<file path="src/hdl/gms_pkg.sv">
package gms_pkg;

  // Grid limits and derived widths
  localparam int MAX_ROWS  = 32;
  localparam int MAX_COLS  = 32;
  localparam int CELLS     = MAX_ROWS * MAX_COLS;
  localparam int IDX_W     = (CELLS > 1) ? $clog2(CELLS) : 1;
  localparam int CNT_W     = $clog2(CELLS + 1);
  localparam int ROW_W     = (MAX_ROWS > 1) ? $clog2(MAX_ROWS) : 1;
  localparam int COL_W     = (MAX_COLS > 1) ? $clog2(MAX_COLS) : 1;
  localparam int RDIM_W    = $clog2(MAX_ROWS + 1);
  localparam int CDIM_W    = $clog2(MAX_COLS + 1);
  localparam int DIM_EXT_W = 9;
  localparam int CFG_W     = 6;
  localparam int CFG_IDX_W = 2;
  localparam int STEP_W    = 10;
  localparam int DIV_W     = $clog2(CNT_W);

  // Register indexes
  localparam logic [CFG_IDX_W-1:0] REG_ROWS = CFG_IDX_W'(0);
  localparam logic [CFG_IDX_W-1:0] REG_COLS = CFG_IDX_W'(1);
  localparam logic [CFG_W-1:0]     DIM_RESET = CFG_W'(32);

  // Cell store codes
  localparam logic [CNT_W-1:0] WALL_MARK  = '1;
  localparam logic [CNT_W-1:0] START_MARK = CNT_W'(1);

  // Neighbor order: above, left, below, right
  localparam logic [1:0] NB_ABOVE = 2'd0;
  localparam logic [1:0] NB_LEFT  = 2'd1;
  localparam logic [1:0] NB_BELOW = 2'd2;
  localparam logic [1:0] NB_RIGHT = 2'd3;

  typedef enum logic {OP_LOAD, OP_READ} op_e;
  typedef enum logic [1:0] {KIND_OPEN, KIND_WALL, KIND_START, KIND_EXIT} kind_e;
  typedef enum logic [1:0] {DIR_UP, DIR_DOWN, DIR_LEFT, DIR_RIGHT} dir_e;
  typedef enum logic {RES_SUMMARY, RES_MOVE} res_e;
  typedef enum logic [1:0] {SEL_SCAN, SEL_QUEUE, SEL_NB, SEL_EXIT} csel_e;

  typedef enum logic [4:0] {
    ST_IDLE, ST_DIV, ST_SR_INIT, ST_SC_RD, ST_SC_CHK, ST_POP_CHK, ST_POP_RD,
    ST_POP_GET, ST_POP_DIST, ST_NB_RD, ST_NB_CHK, ST_BT_INIT, ST_BT_CUR,
    ST_BT_NB, ST_BT_CHK, ST_SUM, ST_MOVE
  } state_e;

  typedef struct packed {
    op_e   opcode;
    kind_e cell_kind;
  } in_t;

  typedef struct packed {
    res_e              result_kind;
    logic              reachable;
    logic [STEP_W-1:0] step_count;
    dir_e              move_dir;
    logic              last_move;
    logic              exhausted;
  } out_t;

  typedef struct packed {
    logic  ld_write;
    logic  rd_start;
    logic  div_init;
    logic  div_step;
    logic  sr_init;
    logic  sc_check;
    logic  pop_issue;
    logic  pop_get;
    logic  pop_dist;
    logic  nb_next;
    logic  nb_check;
    logic  bt_init;
    logic  bt_cur;
    logic  bt_step;
    logic  sum_done;
    logic  out_sum;
    logic  out_move;
    csel_e cell_sel;
  } cmd_t;

  typedef struct packed {
    logic load_exit;
    logic load_last;
    logic div_last;
    logic search_due;
    logic scan_more;
    logic q_nonempty;
    logic nb_ok;
    logic nb_last;
    logic exit_ok;
    logic cur_ok;
    logic cur_gt1;
    logic bt_match;
    logic bt_more;
  } sts_t;

  // Forward move that leads from the chosen neighbor back to the current cell
  function automatic dir_e bt_dir(logic [1:0] nb);
    dir_e d;
    unique case (nb)
      NB_ABOVE: d = DIR_DOWN;
      NB_LEFT:  d = DIR_RIGHT;
      NB_BELOW: d = DIR_UP;
      NB_RIGHT: d = DIR_LEFT;
    endcase
    return d;
  endfunction

endpackage

</file>
<file path="src/hdl/gms_ctrl.sv">
module gms_ctrl import gms_pkg::*; (
  input  logic clk_i,
  input  logic rst_ni,
  input  logic start,
  input  in_t  item_i,
  input  sts_t sts_i,
  output cmd_t cmd_o,
  output logic busy_o
);

  state_e state_q, state_d;

  // State register
  always_ff @(posedge clk_i or negedge rst_ni) begin
    if (!rst_ni) begin
      state_q <= ST_IDLE;
    end else begin
      state_q <= state_d;
    end
  end

  assign busy_o = (state_q != ST_IDLE);

  // Next state and commands
  always_comb begin
    state_d = state_q;
    cmd_o   = '0;
    cmd_o.cell_sel = SEL_SCAN;
    unique case (state_q)
      ST_IDLE: begin
        if (start) begin
          if (item_i.opcode == OP_LOAD) begin
            cmd_o.ld_write = 1'b1;
            if (sts_i.load_exit) begin
              cmd_o.div_init = 1'b1;
              state_d = ST_DIV;
            end else if (sts_i.load_last) begin
              state_d = ST_SR_INIT;
            end
          end else begin
            cmd_o.rd_start = 1'b1;
            state_d = ST_MOVE;
          end
        end
      end
      ST_DIV: begin
        cmd_o.div_step = 1'b1;
        if (sts_i.div_last) begin
          state_d = sts_i.search_due ? ST_SR_INIT : ST_IDLE;
        end
      end
      ST_SR_INIT: begin
        cmd_o.sr_init = 1'b1;
        state_d = ST_SC_RD;
      end
      // start cell scan: each cell is read, then checked
      ST_SC_RD: begin
        state_d = sts_i.scan_more ? ST_SC_CHK : ST_POP_CHK;
      end
      ST_SC_CHK: begin
        cmd_o.sc_check = 1'b1;
        state_d = ST_SC_RD;
      end
      // wavefront expansion
      ST_POP_CHK: begin
        state_d = sts_i.q_nonempty ? ST_POP_RD : ST_BT_INIT;
      end
      ST_POP_RD: begin
        cmd_o.pop_issue = 1'b1;
        state_d = ST_POP_GET;
      end
      ST_POP_GET: begin
        cmd_o.cell_sel = SEL_QUEUE;
        cmd_o.pop_get  = 1'b1;
        state_d = ST_POP_DIST;
      end
      ST_POP_DIST: begin
        cmd_o.pop_dist = 1'b1;
        state_d = ST_NB_RD;
      end
      ST_NB_RD: begin
        cmd_o.cell_sel = SEL_NB;
        if (sts_i.nb_ok) begin
          state_d = ST_NB_CHK;
        end else if (sts_i.nb_last) begin
          state_d = ST_POP_CHK;
        end else begin
          cmd_o.nb_next = 1'b1;
        end
      end
      ST_NB_CHK: begin
        cmd_o.cell_sel = SEL_NB;
        cmd_o.nb_check = 1'b1;
        if (sts_i.nb_last) begin
          state_d = ST_POP_CHK;
        end else begin
          cmd_o.nb_next = 1'b1;
          state_d = ST_NB_RD;
        end
      end
      // backtrack from the exit
      ST_BT_INIT: begin
        cmd_o.cell_sel = SEL_EXIT;
        if (sts_i.exit_ok) begin
          cmd_o.bt_init = 1'b1;
          state_d = ST_BT_CUR;
        end else begin
          state_d = ST_SUM;
        end
      end
      ST_BT_CUR: begin
        if (sts_i.cur_ok && sts_i.cur_gt1) begin
          cmd_o.bt_cur = 1'b1;
          state_d = ST_BT_NB;
        end else begin
          state_d = ST_SUM;
        end
      end
      ST_BT_NB: begin
        cmd_o.cell_sel = SEL_NB;
        if (sts_i.nb_ok) begin
          state_d = ST_BT_CHK;
        end else if (sts_i.nb_last) begin
          state_d = ST_SUM;
        end else begin
          cmd_o.nb_next = 1'b1;
        end
      end
      ST_BT_CHK: begin
        cmd_o.cell_sel = SEL_NB;
        if (sts_i.bt_match) begin
          cmd_o.bt_step = 1'b1;
          state_d = sts_i.bt_more ? ST_BT_NB : ST_SUM;
        end else if (sts_i.nb_last) begin
          state_d = ST_SUM;
        end else begin
          cmd_o.nb_next = 1'b1;
          state_d = ST_BT_NB;
        end
      end
      ST_SUM: begin
        cmd_o.out_sum  = 1'b1;
        cmd_o.sum_done = 1'b1;
        state_d = ST_IDLE;
      end
      ST_MOVE: begin
        cmd_o.out_move = 1'b1;
        state_d = ST_IDLE;
      end
      default: begin
        state_d = ST_IDLE;
      end
    endcase
  end

endmodule

</file>
<file path="config.mk">
export PLATFORM = sky130hd
export DESIGN_NAME = gms_ctrl
export DESIGN_NICKNAME = d
export VERILOG_FILES = /design/src/hdl/gms_pkg.sv /design/src/hdl/gms_ctrl.sv
export SDC_FILE = /design/constraint.sdc
export NUM_CORES = 1
export LEC_CHECK = 0
export BUFFER_PORTS_ARGS = -buffer_cell sky130_fd_sc_hd__buf_2
export CORE_MARGIN = 2
export CORE_UTILIZATION = 46
export CTS_CLUSTER_SIZE = 40
export DETAILED_ROUTE_END_ITERATION = 6
export PLACE_DENSITY = 0.89
export REMOVE_ABC_BUFFERS = 1
export SYNTH_ARGS = -nofsm -noshare
export SYNTH_HDL_FRONTEND = slang
export SYNTH_SLANG_ARGS = --single-unit
</file>
<file path="constraint.sdc">
create_clock -name clk_i -period 2.7 [get_ports clk_i]
set_input_delay 0 -clock clk_i [delete_from_list [all_inputs] [get_ports clk_i]]
set_output_delay 0 -clock clk_i [all_outputs]
set_load 0.1 [all_outputs]
</file>
### After elaboration in Yosys (flattened, before gate mapping)

Index checks and enable logic that the tools add are counted.

| operators by class | value |
|---|---|
| eq/ne operators | 21 |
| multiplexer cells | 45 |
| reduce and logical (&&, ||, !) cells | 7 |

Operator list:

| kind | number |
|---|---|
| $pmux W5 S14 | 1 |
| $mux W5 | 10 |
| $eq A5 B4 Y1 const B | 8 |
| $mux W1 | 22 |
| $eq A5 B3 Y1 const B | 4 |
| $mux W2 | 6 |
| $eq A5 B2 Y1 const B | 2 |
| $mux W4 | 2 |
| $mux W3 | 2 |
| $ne A3 B3 Y1 const B | 2 |
| $pmux W2 S3 | 1 |
| $eq A5 B1 Y1 const B | 1 |
| $eq A5 B5 Y1 const B | 1 |
| $logic_not A5 Y1 | 1 |
| $reduce_and A5 Y1 | 1 |
| $reduce_bool A5 Y1 | 1 |
| $ne A2 B2 Y1 const B | 2 |
| $ne A4 B4 Y1 const B | 1 |
| $reduce_or A2 Y1 | 2 |
| $reduce_or A4 Y1 | 1 |
| $pmux W1 S3 | 1 |
| $logic_and A1 B1 Y1 | 1 |

| storage, ports and cells | value |
|---|---|
| bits in registers | 5 |
| bits of input ports | 19 |
| output and inout port bits | 20 |

### Depth between registers and ports, before layout

| logic depth | value |
|---|---|
| word-level depth | 5 |
| mapped depth | 8 |
| mapped depth without buffers | 6 |

### Worst setup path after synthesis

No wires, ideal clock.

| timing path | value |
|---|---|
| path kind | reg2out |
| from | reg state_q[2] |
| to | out cmd_o[9] in the netlist's numbering |
| arrival time | 5.911 ns |
| required time | 2.700 ns |
| slack | -3.211 ns |
| cell stages (with the launch flop) | 6 |
| cell sequence | dfrtp_1 buf_6 buf_2 nor4_1 a21oi_1 o21ai_0 |

RTL lines:

| what | RTL line | text |
|---|---|---|
| from (decl) | gms_ctrl.sv:11 | `state_e state_q, state_d;` |
| from (signal assigned) | gms_ctrl.sv:18 | `state_q <= state_d;` |
| to (decl) | gms_ctrl.sv:7 | `output cmd_t cmd_o,` |

==> results by group <==
Logic synthesis
  – Post-Syn Instances: ~100
  – Cell variety after synth: just over 40
  – Netlist Area Pre-Place: between 600 and 700 um^2
  – #FFs+latches synth: 5
  – Async SR Flop Fraction: 1.000
  – EDFF count, synth: 0
  – Most common flop cell mapped by yosys: dfrtp_1
  – Syn Area/Cell: about 7 um^2
  – Synth warnings: 0
  – Sequential element share of the synthesized area: 0.1792

Flow run
  – Max Cap Viol: 0

Timing
  – Fin Setup TNS: 0 ps
  – Final worst-path setup slack: ~380 ps
  – Period utilization: 0.8590
  – Hold Fails Final Rpt: 0
  – Fmax: 431.2 MHz
  – Final setup fails: 0
  – Relative slew slack: 0.6497
  – Worst-margin pin slew: roughly 530 ps
  – Final-report max-slew violation count: 0
  – RSZ-0062 raised after global routing: no
  – Layout Skew: 3.874 ps
  – Min Clock Period, post-route: 2319 ps

Global route
  – GR Util All Layers: 0.2330
  – Global-route wire length before repair: 3456 um
  – Initial antenna violation count: 0
  – Vias in the first global route: 820
  – Pin count of the biggest net entering global routing: 16
  – GRT overflow: 0

Power and ir drop
  – VDD IR max: about 0.67 mV
  – Pwr Density: between 1000 and 1500 nW/um^2
  – LEAKAGE: 0.4339 nW
  – Total Power: ~960 uW

Placed design
  – HPWL after DPL: roughly 1600 um
  – Buffers on Ports: 36
  – Gpl congestion: 0.9172
  – Placed cell areas: between 800 and 900 um^2
  – Setup WS pre-CTS: between 600 and 700 ps

Layout
  – Area grow syn2layout: 27.78%
  – Filler cells: between 100 and 150
  – Max reg flops: 5
  – Most frequent cells in the layout: buf_2 (36), nor2_1 (13), inv_1 (7)
  – # diodes: 0
  – Fin util: 0.6063
  – Biggest regs: state_q x5
  – Layout cells sized above 1: 0.3529
  – Most common cell after layout, fill and taps aside: buf_2
  – Post-route cell area: ~890 um^2
  – Most flops, register: state_q
  – Fin nets: about 160

Clock tree
  – Clk_lat worst skew: about 230 ps
  – Clock-pin transition on the worst setup and hold timing paths: 40 ps
  – H-tree depth: 1
  – Clock tree buffer depth: 2
  – Post-CTS Setup Bufs: 0
  – CTS tree: built
  – CTS sink count: 5
  – Clk root buf: clkbuf_4
  – Number of CTS-inserted buffers: 3
  – Post-CTS Resized: 0

Drt
  – Final ANT Viol Nets: 0
  – Residual DRC count: 0
  – Initial drt markers: 27
  – DR vias: around 900
  – Post-DR wirelength/cell: 13.75 um
  – Vias per cell: between 6 and 7
  – DR pass1 iterations: 4
  – Final Routed Wirelength: between 2000 and 2500 um

Floorplan
  – Die width: between 40 and 50 um
  – Die Span Y: between 40 and 50 um
  – FP Rows: 14
  – Core area: approximately 1500 um^2
  – Die Area: between 1500 and 2000 um^2
  – Initial core utilization: 0.4745
  – Ports: 39

Setup path
  – Setup crit end kind: output port
  – Worst stage delay on the critical path: 540 ps
  – Buf/Inv on CP: 2
  – Largest delay share family, worst path: simple AND/OR/NAND/NOR gates
  – Slowest CP cell: dfrtp_1
  – Worst Path Class, Setup: flop to output port
  – CP cell instances: or3_4, nor2_4, inv_2, nor2_1, and3_1, buf_2
  – Startpoint Class: flop
  – Crit path DAT: roughly 2300 ps
  – Worst path required time: ~2700 ps
  – Max FO, Critical Path: 15

Min path
  – Worst Hold Class: primary input to flop

Run status
  – Status: complete, no violations
metrics by stage:
step | cells | hold slack, ps
after global placement | 147 | -186.8
after CTS | 152 | 57.66
after global routing | 152 | 74.77
after detailed placement | 147 | -185.7
final | 152 | 70.83
after floorplan | 93 | -295.6
layout make-up:
type / instances / area (um^2) / share of cell area
sequential: 5 / 125.1 / 0.1403
timing repair buffer: 39 / 205.2 / 0.2300
tap: 16 / 20.02 / 0.02244
inverter: 8 / 30.03 / 0.03366
multi-input combinational: 80 / 485.5 / 0.5442
clock buffer: 4 / 26.28 / 0.02945
logic make-up after synthesis:
kind of cell	synth area share
AO/OA/AOI/OAI	0.2903
buffers and inverters	0.1255
flip-flops	0.1792
XOR/XNOR	0.01255
AND/OR/NAND/NOR	0.3925
cell usage after synthesis (2+ instances only):
| library cell | count | area (um^2) |
|---|---|---|
| a21oi_1 | 6 | 30.03 |
| a221oi_1 | 2 | 17.52 |
| and3_1 | 3 | 18.77 |
| buf_2 | 4 | 20.02 |
| buf_6 | 2 | 22.52 |
| clkbuf_1 | 2 | 7.510 |
| dfrtp_1 | 5 | 125.1 |
| inv_1 | 7 | 26.28 |
| nand2_1 | 5 | 18.77 |
| nand2b_1 | 3 | 18.77 |
| nand3_1 | 6 | 30.03 |
| nand4_1 | 2 | 12.51 |
| nor2_1 | 13 | 48.80 |
| nor3_1 | 4 | 20.02 |
| nor4_1 | 4 | 25.02 |
| o21ai_0 | 5 | 25.02 |
| o22ai_1 | 2 | 12.51 |
| o31ai_1 | 3 | 22.52 |
| or3_1 | 2 | 12.51 |
power breakdown:
part           internal, mW  switching [mW]
Clock                0.0557          0.0285
Combinational         0.180           0.546
Sequential           0.0953          0.0594
path summary, 6_finish.rpt:
check                            from    endpoint  slack (ps)  cells after the start
setup reg to reg           state_q[0]  state_q[3]         710                      6
hold reg to reg            state_q[2]  state_q[2]         700                      2
hold / removal              item_i[2]  state_q[4]          70                      2
min in group asynchronous      rst_ni  state_q[2]         100                      2
max in group asynchronous      rst_ni  state_q[3]        2470                      2
setup / recovery           state_q[3]   cmd_o[16]         380                      6
what timing repair did:
action	CTS	global route
hold buffers	1	0
hold endpoints to repair	5	0
endpoints found under the setup margin	0	0
metal layers:
metal / wire length (um) / vias to the layer above / track usage
li1: - / 446 / -
met5: 0 / - / 0
met3: 194 / 4 / 0.01702
met1: 847 / 413 / 0.3238
met2: 1014 / 53 / 0.3727
met4: 34 / 0 / 0.09091
Power figures use the tool's default switching activity.
